==> src/rtl/obpl_pkg.sv <==
package obpl_pkg;

	localparam int MAX_BOXES = 64;
	localparam int IDX_W     = 6;
	localparam int CNT_W     = 7;
	localparam int COORD_W   = 24;
	localparam int HALF_W    = 23;
	localparam int PRI_W     = 16;
	localparam int REGION_W  = 8;
	localparam int QC_W      = 16;
	localparam int ORI_W     = 64;
	localparam int QP_W      = 32;   // product of two quaternion parts
	localparam int M_W       = 34;   // rotation matrix entry, Q28
	localparam int R_W       = 25;   // point minus centre
	localparam int MR_W      = 59;   // matrix entry times relative coordinate
	localparam int L_W       = 62;   // local coordinate, Q28
	localparam int AREA_W    = 46;
	localparam int PART_W    = 46;
	localparam int VOL_W     = 69;
	localparam int HSHIFT    = 28;

	localparam logic CMD_REGISTER = 1'b0;
	localparam logic CMD_QUERY    = 1'b1;

	typedef enum logic [1:0] {
		ST_IDLE,
		ST_SCAN,
		ST_DRAIN,
		ST_DONE
	} state_t;

	typedef struct packed {
		logic [COORD_W-1:0]  cx;
		logic [COORD_W-1:0]  cy;
		logic [COORD_W-1:0]  cz;
		logic [HALF_W-1:0]   hx;
		logic [HALF_W-1:0]   hy;
		logic [HALF_W-1:0]   hz;
		logic [ORI_W-1:0]    ori;
		logic [PRI_W-1:0]    pri;
		logic [REGION_W-1:0] region;
	} entry_t;

	typedef struct packed {
		logic [HALF_W-1:0]   hx;
		logic [HALF_W-1:0]   hy;
		logic [HALF_W-1:0]   hz;
		logic [PRI_W-1:0]    pri;
		logic [REGION_W-1:0] region;
	} tag_t;

	typedef struct packed {
		logic accept;
		logic issue;
		logic load_out;
	} ctrl_cmd_t;

	typedef struct packed {
		logic empty;
		logic last_issue;
		logic busy;
	} dp_status_t;

endpackage

==> src/rtl/obpl_ctrl.sv <==
module obpl_ctrl (
	input  logic                clk,
	input  logic                arst_n,
	input  logic                in_valid,
	input  logic                cmd,
	output logic                in_stall,
	output logic                out_valid,
	input  logic                out_stall,
	input  obpl_pkg::dp_status_t sts,
	output obpl_pkg::ctrl_cmd_t  ctl
);

	obpl_pkg::state_t st_q, st_d;
	logic             out_valid_q;
	logic             accept;

	assign accept    = in_valid && (st_q == obpl_pkg::ST_IDLE);
	assign in_stall  = (st_q != obpl_pkg::ST_IDLE);
	assign out_valid = out_valid_q;

	// next state
	always_comb begin
		st_d = st_q;
		case (st_q)
			obpl_pkg::ST_IDLE: begin
				if (accept) begin
					if (cmd == obpl_pkg::CMD_QUERY && !sts.empty)
						st_d = obpl_pkg::ST_SCAN;
					else
						st_d = obpl_pkg::ST_DONE;
				end
			end
			obpl_pkg::ST_SCAN: begin
				if (sts.last_issue)
					st_d = obpl_pkg::ST_DRAIN;
			end
			obpl_pkg::ST_DRAIN: begin
				if (!sts.busy)
					st_d = obpl_pkg::ST_DONE;
			end
			obpl_pkg::ST_DONE: begin
				if (!out_valid_q || !out_stall)
					st_d = obpl_pkg::ST_IDLE;
			end
			default: st_d = obpl_pkg::ST_IDLE;
		endcase
	end

	// commands to the datapath
	always_comb begin
		ctl.accept   = accept;
		ctl.issue    = 1'b0;
		ctl.load_out = 1'b0;
		case (st_q)
			obpl_pkg::ST_SCAN: ctl.issue    = 1'b1;
			obpl_pkg::ST_DONE: ctl.load_out = !out_valid_q || !out_stall;
			default: ;
		endcase
	end

	// state and output valid
	always_ff @(posedge clk or negedge arst_n) begin
		if (!arst_n) begin
			st_q        <= obpl_pkg::ST_IDLE;
			out_valid_q <= 1'b0;
		end else begin
			st_q <= st_d;
			if (ctl.load_out)
				out_valid_q <= 1'b1;
			else if (!out_stall)
				out_valid_q <= 1'b0;
		end
	end

`ifndef SYNTHESIS
	a_scan_nonempty: assert property (@(posedge clk) disable iff (!arst_n)
		(st_q == obpl_pkg::ST_SCAN) |-> !sts.empty)
		else $error("scan on empty table");
	a_done_drained: assert property (@(posedge clk) disable iff (!arst_n)
		(st_q == obpl_pkg::ST_DONE) |-> !sts.busy)
		else $error("result loaded while pipeline busy");
	a_valid_from_done: assert property (@(posedge clk) disable iff (!arst_n)
		$rose(out_valid_q) |-> $past(st_q == obpl_pkg::ST_DONE))
		else $error("result shown without finishing");
`endif

endmodule

==> config.mk <==
export PLATFORM = sky130hd
export DESIGN_NAME = obpl_ctrl
export DESIGN_NICKNAME = d
export VERILOG_FILES = /design/src/rtl/obpl_pkg.sv /design/src/rtl/obpl_ctrl.sv
export SDC_FILE = /design/constraint.sdc
export NUM_CORES = 1
export LEC_CHECK = 0
export ABC_AREA = 1
export BUFFER_PORTS_ARGS = -buffer_cell sky130_fd_sc_hd__buf_4
export CORE_AREA = 5 5 42 44
export DETAILED_ROUTE_END_ITERATION = 12
export DIE_AREA = 0 0 47 49
export SLEW_MARGIN = 20
export SYNTH_ARGS = -nofsm -noshare
export SYNTH_HDL_FRONTEND = slang
export SYNTH_SLANG_ARGS = --single-unit
==> constraint.sdc <==
create_clock -name clk -period 2.2 [get_ports clk]
set_input_delay 0.22 -clock clk [delete_from_list [all_inputs] [get_ports clk]]
set_output_delay 0.22 -clock clk [all_outputs]
set_load 0.01 [all_outputs]
==> Flow_metrics.wiki, run 1 <==
{| class="wikitable"
! Metric !! Value
|-
| Outcome || completed
|-
| Number of synthesized flops with an enable pin || 0
|-
| Share of async-settable or async-resettable flops after synthesis || 1.000
|-
| Nets || 69
|-
| Global-route total usage across every layer || 0.05152
|-
| GPL Wtd Cong || 0.6790
|-
| Worst reg-to-reg path cell count || 6
|-
| Worst relative slew slack || 0.9141
|-
| # port buffers || 12
|-
| Initial antenna violation count || 0
|-
| Final hold violation count || 0
|-
| Register bit count reported by yosys || 3
|-
| Wire length of the first global-routing pass || 841 µm
|-
| Power density over the cells || ~1200 mW/mm²
|-
| N_diodes || 0
|-
| Wire length per cell after detailed routing || 7.127 µm
|-
| Area growth, synth to finish || 48.47%
|-
| Number of buffers inserted during clock tree synthesis || 3
|-
| Clock Tree Root || sky130_fd_sc_hd__clkbuf_4
|-
| Clk slew on worst S/H paths || 0.04 ns
|-
| R2R Setup Slk || about 1.1 ns
|-
| Number of clock sinks || 3
|-
| IO Count || 13
|-
| DIE HEIGHT || 49 µm
|-
| Clock latency at the later pin of the worst-skew pair || approximately 0.23 ns
|-
| Max-capacitance violation count || 0
|-
| Element type at the critical path end || output port
|-
| Critical path launch point type || flop
|-
| Number of iterations in the first detailed-routing pass || 2
|-
| Biggest fanout along the worst timing path || 4
|-
| Total number of H-tree levels || 1
|-
| Cell Count Post-Placement || 66
|-
| Maximum operating frequency || approximately 720 MHz
|-
| Final setup violation count || 0
|-
| Number of standard cells in the final layout excluding fillers || 71
|-
| Max-slew violation count || 0
|-
| Maximum number of pins on one net before global-route repair || 5
|-
| Die W || 47 µm
|-
| Count of mapped cells out of synthesis || 39
|-
| Count of instances resized after the clock tree is built || 0
|-
| Placed Area || 389.1 µm²
|-
| Via density per instance || 3.718
|-
| Worst-case vdd ir drop || 226.2 µV
|-
| Sequential area share after synthesis || 0.2620
|-
| Number of nets in the synthesized netlist || 52
|-
| Clock tree buffer depth || 2
|-
| Synthesis warning total || 0
|-
| Part of the cycle the worst path needs || 0.6315
|-
| Pin slew with the least headroom to its limit || roughly 0.13 ns
|-
| Post-detail-place hpwl || about 450 µm
|-
| Min-Delay Path Depth || 3
|-
| Sink of the worst hold path || out_valid
|-
| Prevailing post-synth register cell || sky130_fd_sc_hd__dfrtp_1
|-
| Class of the tightest hold or removal check || primary input to flop
|-
| Placeable Area || 0.001401 mm²
|-
| Static leakage || 0.2607 nW
|-
| CP Class || flop to output port
|-
| Average cell area after synthesis || 7.347 µm²
|-
| Area share of the largest cell type after synthesis || 0.2620
|-
| Full die area || 0.002303 mm²
|-
| Worst reg2reg endpoint || st_q[1]
|-
| Effective utilization at floorplan || 0.2045
|-
| Post-Route Skew || roughly 0.00020 ns
|-
| Share of layout cells above drive strength 1 || 0.3636
|-
| Post-Route WL || 506 µm
|-
| DR iter-0 viols || 4
|-
| Top post-synthesis cells by count || sky130_fd_sc_hd__nand2_1 (11), sky130_fd_sc_hd__inv_1 (9), sky130_fd_sc_hd__ha_1 (5)
|-
| Drt drc || 0
|-
| Total number of vias || 264
|-
| Start point of the worst hold path || out_stall
|-
| Cell area after synthesis || 286.5 µm²
|-
| Arrival time reported for the critical path endpoint || 1.17 ns
|-
| Setup repair after global routing missed its margin || no
|-
| Total global routing overflow || 0
|-
| Required arrival time at the worst endpoint || 1.98 ns
|-
| Unique cell type count in the Yosys netlist || 12
|-
| Summed negative setup slack over all endpoints || 0 ns
|-
| Dominant cell type by area after synthesis || sky130_fd_sc_hd__dfrtp_1
|-
| Reg2reg start || st_q[0]
|-
| Antenna Nets Post-Route || 0
|-
| Leading cell types by total area after synthesis || sky130_fd_sc_hd__dfrtp_1 (26%), sky130_fd_sc_hd__ha_1 (22%), sky130_fd_sc_hd__nand2_1 (14%), sky130_fd_sc_hd__inv_1 (12%), sky130_fd_sc_hd__nand2_2 (6.6%)
|-
| Most instantiated library cell after synthesis || sky130_fd_sc_hd__nand2_1
|-
| Vias in the first global route || 224
|-
| Final worst path period need || around 1.4 ns
|-
| Final instance area || 425.4 µm²
|-
| TritonCTS clock tree || done
|-
| Cell row count || 14
|}
[timing repair]
item	in CTS	in global routing
hold buffers	1	0
setup endpoints to repair	0	0
hold endpoints to repair	3	0
setup buffers	0	0
[worst max-delay path by stage]
stage,from,to,slack (ns),cells past startpoint
2_1_floorplan,st_q[0],ctl[2],1.11,5
3_5_place_dp,st_q[0],st_q[1],1.04,6
3_3_place_gp,st_q[0],st_q[1],1.05,6
4_1_cts,st_q[1],ctl[2],0.79,5
5_1_grt,st_q[1],ctl[2],0.70,5
6_report,st_q[1],ctl[2],0.81,5
[placed cells by master, fill, tap and decap left out]
cell	instances
sky130_fd_sc_hd__a21oi_1	1
sky130_fd_sc_hd__inv_1	9
sky130_fd_sc_hd__clkbuf_4	3
sky130_fd_sc_hd__dlygate4sd3_1	1
sky130_fd_sc_hd__nor2_2	1
sky130_fd_sc_hd__o21bai_1	2
sky130_fd_sc_hd__clkbuf_1	1
sky130_fd_sc_hd__nand2_1	11
sky130_fd_sc_hd__dfrtp_1	3
sky130_fd_sc_hd__nand3_2	1
sky130_fd_sc_hd__or2_1	1
sky130_fd_sc_hd__buf_4	12
sky130_fd_sc_hd__ha_1	5
sky130_fd_sc_hd__o21ai_0	1
sky130_fd_sc_hd__nand2_2	3
[logic make-up after synthesis]
family | Yosys count | synth area share
buffers and inverters | 10 | 0.1441
adders and majority gates | 5 | 0.2183
DFF | 3 | 0.2620
and+or+nand+nor | 17 | 0.2882
AOI/OAI and AO/OA | 4 | 0.08729
[per-layer routing]
layer | vias up | GRT usage | wire (µm)
met5 | - | 0 | 0
met4 | 0 | 0.04147 | 0
met3 | 0 | 0.02214 | 48
met2 | 6 | 0.07466 | 266
met1 | 111 | 0.05531 | 191
li1 | 147 | - | -
[worst max-delay path, cell delays in order, from the launching register on]
cell and delay [ns]:
sky130_fd_sc_hd__dfrtp_1 0.39, sky130_fd_sc_hd__inv_1 0.12, sky130_fd_sc_hd__ha_1 0.21, sky130_fd_sc_hd__nand2_1 0.06, sky130_fd_sc_hd__inv_1 0.05, sky130_fd_sc_hd__buf_4 0.11
[registers in the layout (all words and copies together) (netlist names)]
name	flops
st_q	2
out_valid	1
[final cells by class]
class / count / area (µm²)
well taps: 16 / 20.02
inverters: 9 / 33.78
fillers: 153 / 975.9
repair buffers: 13 / 100.1
multi-input cells: 26 / 170.2
flip-flops and latches: 3 / 75.07
clock buffers: 4 / 26.28
[through the flow]
step,util,hold WS [ns],power (mW),setup WS [ns]
after floorplan,-,-0.07559,0.3362,1.107
after global placement,0.2777,0.01110,0.4368,1.051
after detailed placement,0.2777,0.01111,0.4414,1.038
after CTS,0.3036,0.2097,0.5443,0.7922
after global routing,0.3036,0.2155,0.5923,0.7017
final,0.3036,0.2201,0.5285,0.8106
[where the power goes]
part           internal [mW]  switching, mW
logic                  0.154          0.171
registers             0.0848         0.0241
clock network         0.0678         0.0261
total                  0.307          0.222
Power figures use the tool's default switching activity.
==> run 2, diff against run 1 <==
Clock period 2.2 ns to 1.2 ns, I/O delays scaled along.
==> run 2 against run 1 <==
- the run now ends with setup timing left
- global-route usage up 1.5 points
- flip-flop and latch count unchanged
- setup slack worse by 0.87 ns
- sequential share of layout area down 3.8 points
- via count up 14%
- power rose to 2.5 times the previous value
- utilization up 8.3 points
- sequential power up 94%
- hold slack worse by 0.11 ns
- first-iteration DRC count down 50%
- design area up 27%
- register-to-register slack worse by 1.1 ns
==> Flow_metrics.wiki, run 2 (same netlist as run 1, synthesis figures left out) <==
{| class="wikitable"
! Metric !! Value
|-
| DIE HEIGHT || 49 µm (unchanged)
|-
| Maximum number of pins on one net before global-route repair || 5 (unchanged)
|-
| Internal || 0.7955 mW (+160%)
|-
| TritonCTS clock tree || done
|-
| Cell row count || 14 (unchanged)
|-
| Worst-case vdd ir drop || 647.8 µV (+190%)
|-
| Area growth, synth to finish || 89.08%
|-
| Clk slew on worst S/H paths || 0.04 ns (about the same)
|-
| Element type at the critical path end || output port
|-
| Nets || 77 (+12%)
|-
| Outcome || finished with violations
|-
| Most frequent standard cell in the layout excluding fill and tap cells || sky130_fd_sc_hd__buf_4
|-
| Sink of the worst hold path || out_valid
|-
| Reg2reg start || st_q[0]
|-
| Arrival time reported for the critical path endpoint || 1.14 ns (-0.03 ns)
|-
| Worst relative slew slack || 0.8952 (-0.01894)
|-
| Commonest cells after routing, fill and taps aside || sky130_fd_sc_hd__buf_4 (18), sky130_fd_sc_hd__nand2_1 (9), sky130_fd_sc_hd__inv_1 (5), sky130_fd_sc_hd__nand2_2 (5), sky130_fd_sc_hd__inv_2 (4)
|-
| Biggest fanout along the worst timing path || 4 (unchanged)
|-
| Via density per instance || 3.797 (+2.1%)
|-
| Number of iterations in the first detailed-routing pass || 2 (unchanged)
|-
| Total number of H-tree levels || 1 (unchanged)
|-
| Worst setup slack after layout || -0.05520 ns (-0.8658 ns)
|-
| Final setup violation count || 3 (+3)
|-
| Wire length per cell after detailed routing || 8.987 µm (+26%)
|-
| Total global routing overflow || 0 (unchanged)
|-
| Startpoint of the most critical setup path || st_q[0]
|-
| Failing checks || setup timing
|-
| Drt drc || 0 (unchanged)
|-
| Number of clock sinks || 3 (unchanged)
|-
| P_sw || 0.5498 mW (+150%)
|-
| Static leakage || 0.2959 nW (+14%)
|-
| Pin slew with the least headroom to its limit || 0.1556 ns (+0.02811 ns)
|-
| Critical path launch point type || flop
|-
| R2R Setup Slk || 0 ns (-1.05 ns)
|-
| IO Count || 13 (unchanged)
|-
| Power density over the cells || 2483 mW/mm² (+100%)
|-
| Setup repair after global routing missed its margin || yes
|-
| Clock tree buffer depth || 2 (unchanged)
|-
| CP Class || flop to output port
|-
| Flip-flop count of the largest register, all copies and words added || 2 (unchanged)
|-
| Fraction of power spent switching nets || 0.4087 (-0.01080)
|-
| Start point of the worst hold path || out_stall
|-
| Worst reg-to-reg path cell count || 6 (unchanged)
|-
| Final hold violation count || 0 (unchanged)
|-
| Min-Delay Path Depth || 3 (unchanged)
|-
| GPL Wtd Cong || 0.6444 (-5.1%)
|-
| Highest metal layer with signal wires || met4
|-
| Summed negative setup slack over all endpoints || -0.1013 ns (-0.1013 ns)
|-
| Class of the tightest hold or removal check || primary input to flop
|-
| Effective utilization at floorplan || 0.2045 (unchanged)
|-
| Part of the cycle the worst path needs || 1.046
|-
| DR iter-0 viols || 2 (-2)
|-
| Total Power Consumption || 1.345 mW (+150%)
|-
| Max-slew violation count || 0 (unchanged)
|-
| Die W || 47 µm (unchanged)
|-
| Met3 Wirelength || 51 µm (+6.3%)
|-
| Placeable Area || 0.001401 mm² (unchanged)
|-
| Post-Route WL || 710 µm (+40%)
|-
| Share of layout cells above drive strength 1 || 0.6190 (+0.2554)
|-
| Total number of vias || 300 (+14%)
|-
| # port buffers || 12 (unchanged)
|-
| Clock Power Share || 0.139 (-0.039)
|-
| Power share of the combinational group || 0.704 (+0.088)
|-
| Post-Route Skew || 0.002526 ns (+0.002327 ns)
|-
| N_diodes || 0 (unchanged)
|-
| WL met1 || 224 µm (+17%)
|-
| Maximum operating frequency || about 800 MHz
|-
| Antenna Nets Post-Route || 0 (unchanged)
|-
| Clock latency at the later pin of the worst-skew pair || 0.24 ns (about the same)
|-
| Wire length of the first global-routing pass || 1000 µm (+19%)
|-
| Worst reg2reg endpoint || st_q[0]
|-
| Clock Tree Root || sky130_fd_sc_hd__clkbuf_4
|-
| Initial antenna violation count || 0 (unchanged)
|-
| Post-detail-place hpwl || 472.4 µm (+3.8%)
|-
| Number of buffers inserted during clock tree synthesis || 3 (unchanged)
|-
| Met2 wire length || 406 µm (+53%)
|-
| Required arrival time at the worst endpoint || 1.08 ns (-0.90 ns)
|-
| Global-route total usage across every layer || 0.06634 (+0.01482)
|-
| Post-Route Utilization || 0.3866 (+0.08304)
|-
| Largest reg by FF count || st_q
|-
| Full die area || 0.002303 mm² (unchanged)
|-
| Final worst path period need || 1.255 ns
|-
| Max-capacitance violation count || 0 (unchanged)
|-
| Vias in the first global route || 281 (+25%)
|-
| Part of the power in registers || 0.157 (-0.049)
|}
## run 2: cell types whose count changed in the layout (fill, tap and decap cells not counted), sizes merged
cell  change
buf       +8
## run 2: worst max-delay path by stage
stage               endpoint  slack, ns  cells after the start
floorplan            st_q[0]       0.12                      6
finish                ctl[2]      -0.06                      5
CTS                   ctl[0]      -0.02                      4
detailed placement   st_q[1]       0.04                      7
global route          ctl[2]      -0.10                      5
global placement     st_q[1]       0.05                      6
## run 2: critical path, cell delays in order, from the launching register on
cell and delay [ns]:
sky130_fd_sc_hd__dfrtp_1 0.40, sky130_fd_sc_hd__inv_2 0.12, sky130_fd_sc_hd__ha_4 0.17, sky130_fd_sc_hd__nand2_2 0.06
sky130_fd_sc_hd__inv_2 0.05, sky130_fd_sc_hd__buf_6 0.09
## run 2: layout make-up
type | count | area [µm²]
fill | 152 | 859.6
sequential | 3 | 75.07
timing repair buffer | 21 | 167.7
clock buffer | 4 | 26.28
inverter | 9 | 33.78
multi-input combinational | 26 | 219.0
tap | 16 | 20.02
## run 2: per-layer routing
layer,GRT usage,vias up
li1,-,161
met1,0.05531,129
met2,0.1018,8
met3,0.01107,2
met4,0.09677,0
met5,0,-
## run 2: what timing repair did
action	CTS	global route
gates resized for setup	9	7
endpoints found under the hold margin	3	0
setup endpoints to repair	3	6
hold buffers	1	0
cloned	0	0
pin swaps	4	7
setup buffers	6	2
## run 2: through the flow
stage / worst slack [ns] / hold slack (ns) / cell area, µm² / instances
2_1_floorplan: 0.1158 / -0.1756 / 286.5 / 39
3_3_place_gp: 0.04593 / -0.08857 / 389.1 / 66
3_5_place_dp: 0.04495 / -0.08773 / 389.1 / 66
4_1_cts: -0.01608 / 0.1106 / 494.2 / 77
5_1_grt: -0.1014 / 0.1225 / 541.8 / 79
6_report: -0.05520 / 0.1145 / 541.8 / 79
## run 2: power groups by stage
| stage | clock (mW) | combinational [mW] | sequential [mW] |
|---|---|---|---|
| after global routing | 0.202 | 1.05 | 0.213 |
| after CTS | 0.197 | 0.810 | 0.207 |
| after detailed placement | 0 | 0.606 | 0.201 |
| final | 0.187 | 0.947 | 0.211 |
| after global placement | 0 | 0.597 | 0.200 |
| after floorplan | 0 | 0.415 | 0.201 |
==> run 3, diff against run 2 <==
Settings changed: ABC_AREA 1 to unset.
==> run 3 against run 2 <==
- critical path type unchanged
- design area is 1.2% lower
- clock skew is 0.00092 ns higher
- area after synthesis is 14% lower
- combinational power is 5.2% higher
- the run still ends with setup timing left
- cell count is 20% lower
- critical path depth stayed put
- non-clock buffer count is 2 lower
==> Flow_metrics.wiki, run 3 <==
{| class="wikitable"
! Metric !! Value
|-
| Worst-case vdd ir drop || 707.0 µV (+9.1%)
|-
| Total number of H-tree levels || 1 (unchanged)
|-
| Total global routing overflow || 0 (unchanged)
|-
| Area share of the largest cell type after synthesis || 0.3046 (+0.04256)
|-
| Share of layout cells above drive strength 1 || 0.7872 (+0.1682)
|-
| Final worst path period need || 1.346 ns (+0.09050 ns)
|-
| Number of synthesized flops with an enable pin || 0 (unchanged)
|-
| Required arrival time at the worst endpoint || 1.08 ns (about the same)
|-
| Clock latency at the later pin of the worst-skew pair || 0.24 ns (about the same)
|-
| Nets || 61 (-21%)
|-
| Worst reg2reg endpoint || st_q[0]
|-
| Part of the cycle the worst path needs || 1.121 (+0.07541)
|-
| Hold Slack || 0.1159 ns (+0.001448 ns)
|-
| Number of iterations in the first detailed-routing pass || 2 (unchanged)
|-
| Flip-flop count of the largest register, all copies and words added || 2 (unchanged)
|-
| Full die area || 0.002303 mm² (unchanged)
|-
| Post-Route Utilization || 0.3821 (-0.004464)
|-
| Via density per instance || 4.222 (+11%)
|-
| Drt drc || 0 (unchanged)
|-
| Element type at the critical path end || output port
|-
| R2R Setup Slk || -0.14 ns (-0.14 ns)
|-
| Placeable Area || 0.001401 mm² (unchanged)
|-
| Post-detail-place hpwl || 437.7 µm (-7.3%)
|-
| Most frequent standard cell in the layout excluding fill and tap cells || sky130_fd_sc_hd__buf_4
|-
| Maximum number of pins on one net before global-route repair || 5 (unchanged)
|-
| Wire length of the first global-routing pass || 1041 µm (+4.1%)
|-
| Largest reg by FF count || st_q
|-
| Initial antenna violation count || 0 (unchanged)
|-
| Total number of vias || 266 (-11%)
|-
| # port buffers || 12 (unchanged)
|-
| Leading cell types by total area after synthesis || sky130_fd_sc_hd__dfrtp_1 (30%), sky130_fd_sc_hd__ha_1 (25%), sky130_fd_sc_hd__nand2b_1 (5.1%), sky130_fd_sc_hd__and4_4 (4.6%), sky130_fd_sc_hd__inv_1 (4.6%)
|-
| Die W || 47 µm (unchanged)
|-
| Effective utilization at floorplan || 0.1759 (-0.02857)
|-
| N_diodes || 0 (unchanged)
|-
| Worst reg-to-reg path cell count || 5 (-1)
|-
| Unique cell type count in the Yosys netlist || 15 (+3)
|-
| Cell area after synthesis || 246.5 µm² (-14%)
|-
| Pin slew with the least headroom to its limit || 0.1960 ns (+0.04035 ns)
|-
| Area growth, synth to finish || 117.3%
|-
| Failing checks || setup timing
|-
| Top post-synthesis cells by count || sky130_fd_sc_hd__ha_1 (5), sky130_fd_sc_hd__dfrtp_1 (3), sky130_fd_sc_hd__inv_1 (3)
|-
| Vias in the first global route || 278 (-1.1%)
|-
| Static leakage || 0.2491 nW (-16%)
|-
| Maximum operating frequency || 743.1 MHz (-6.7%)
|-
| Clk slew on worst S/H paths || 0.03 ns (about the same)
|-
| Power density over the cells || 2672 mW/mm² (+7.6%)
|-
| Reg2reg start || st_q[0]
|-
| Class of the tightest hold or removal check || primary input to flop
|-
| Total Power Consumption || 1.431 mW (+6.4%)
|-
| Setup repair after global routing missed its margin || yes
|-
| Sequential area share after synthesis || 0.3046 (+0.04256)
|-
| Clock Tree Root || sky130_fd_sc_hd__clkbuf_4
|-
| Count of mapped cells out of synthesis || 25 (-36%)
|-
| Max-slew violation count || 0 (unchanged)
|-
| Global-route total usage across every layer || 0.07269 (+0.006351)
|-
| Number of buffers inserted during clock tree synthesis || 3 (unchanged)
|-
| Register bit count reported by yosys || 3 (unchanged)
|-
| CP Class || flop to output port
|-
| Antenna Nets Post-Route || 0 (unchanged)
|-
| Prevailing post-synth register cell || sky130_fd_sc_hd__dfrtp_1
|-
| Post-Route Skew || 0.003445 ns (+0.0009190 ns)
|-
| GPL Wtd Cong || 0.6809 (+5.7%)
|-
| Synthesis warning total || 0 (unchanged)
|-
| Max-capacitance violation count || 0 (unchanged)
|-
| Worst relative slew slack || 0.8688 (-0.02638)
|-
| Average cell area after synthesis || 9.859 µm² (+34%)
|-
| Pre-CTS setup slack || -0.09065 ns (-0.1356 ns)
|-
| Sink of the worst hold path || out_valid
|-
| Outcome || finished with violations
|-
| Clock tree buffer depth || 2 (unchanged)
|-
| Cell row count || 14 (unchanged)
|-
| Arrival time reported for the critical path endpoint || 1.23 ns (+0.09 ns)
|-
| Biggest fanout along the worst timing path || 4 (unchanged)
|-
| Critical path launch point type || flop
|-
| Post-Route WL || 656 µm (-7.6%)
|-
| Number of clock sinks || 3 (unchanged)
|-
| DIE HEIGHT || 49 µm (unchanged)
|-
| Worst setup slack after layout || -0.1457 ns (-0.09050 ns)
|-
| Number of nets in the synthesized netlist || 38 (-27%)
|-
| Final hold violation count || 0 (unchanged)
|-
| DR iter-0 viols || 1 (-1)
|-
| IO Count || 13 (unchanged)
|-
| TritonCTS clock tree || done
|-
| Wire length per cell after detailed routing || 10.41 µm (+16%)
|-
| Min-Delay Path Depth || 2 (-1)
|-
| Final setup violation count || 6 (+3)
|-
| Commonest cells after routing, fill and taps aside || sky130_fd_sc_hd__buf_4 (12), sky130_fd_sc_hd__buf_6 (5), sky130_fd_sc_hd__ha_4 (3), sky130_fd_sc_hd__clkbuf_4 (3)
|-
| Most instantiated library cell after synthesis || sky130_fd_sc_hd__ha_1
|-
| Dominant cell type by area after synthesis || sky130_fd_sc_hd__dfrtp_1
|-
| Share of async-settable or async-resettable flops after synthesis || 1.000 (unchanged)
|-
| Start point of the worst hold path || out_stall
|}
## run 3: cell count changes in the layout (fill, tap and decap cells not counted), sizes merged, moves of 2 or more
| cell | before | now |
|---|---|---|
| buf | 20 | 18 |
| inv | 9 | 3 |
| nand2 | 14 | 1 |
| nand2b | 0 | 2 |
| o21bai | 2 | 0 |
## run 3: worst max-delay path by stage
stage | slack (ns) | start | depth (start not counted) | endpoint
2_1_floorplan | -0.006 | st_q[0] | 5 | st_q[0]
3_3_place_gp | -0.07 | st_q[0] | 5 | st_q[0]
3_5_place_dp | -0.09 | st_q[0] | 5 | st_q[0]
4_1_cts | -0.17 | st_q[0] | 4 | ctl[0]
5_1_grt | -0.19 | st_q[1] | 6 | st_q[0]
6_report | -0.15 | st_q[0] | 5 | ctl[2]
## run 3: timing repair
item	in CTS	in global routing
hold buffers	1	0
setup endpoints to repair	5	6
gates resized for setup	13	5
endpoints found under the hold margin	3	0
buffers inserted	4	0
pin swaps	5	1
## run 3: power breakdown
group,internal (mW),switching [mW],leakage [nW]
Clock,0.125,0.0564,0.0150
Sequential,0.165,0.0883,0.0337
Combinational,0.612,0.384,0.200
Total,0.902,0.529,0.249
## run 3: kinds of logic (layout without fill, tap and decap cells)
| logic type | after synthesis | in the layout | share of synthesized area |
|---|---|---|---|
| AND/OR/NAND/NOR | 8 | 8 | 0.2081 |
| adder cells (fa/ha/maj) | 5 | 5 | 0.2538 |
| AO/OA/AOI/OAI | 5 | 5 | 0.1574 |
| buffers and inverters | 4 | 26 | 0.07615 |
| flip-flops | 3 | 3 | 0.3046 |
## run 3: layout make-up
class,instances,area (µm²)
Sequential cell,3,77.57
Timing Repair Buffer,19,176.4
Multi-Input combinational cell,18,219.0
Tap cell,16,20.02
Inverter,3,16.27
Clock buffer,4,26.28
Fill cell,141,865.8
## run 3: metrics by stage
stage          setup TNS (ns)  cell area (µm²)  cells
3_5_place_dp          -0.1399            391.6     54
2_1_floorplan       -0.005921            274.0     25
3_3_place_gp          -0.1273            391.6     54
5_1_grt               -0.7946            535.5     63
6_report              -0.5680            535.5     63
4_1_cts               -0.5171            515.5     63
## run 3: critical path, stage by stage, from the launching register on
cell	delay, ns
sky130_fd_sc_hd__dfrtp_2	0.43
sky130_fd_sc_hd__inv_4	0.06
sky130_fd_sc_hd__ha_4	0.16
sky130_fd_sc_hd__buf_6	0.11
sky130_fd_sc_hd__and2_4	0.12
sky130_fd_sc_hd__buf_6	0.11
## run 3: routing by layer
layer	vias up	GRT usage	part of all wire
met2	12	0.08371	0.43
met3	4	0.02214	0.085
met5	-	0	0
met1	119	0.07301	0.39
li1	131	-	-
met4	0	0.1244	0.087
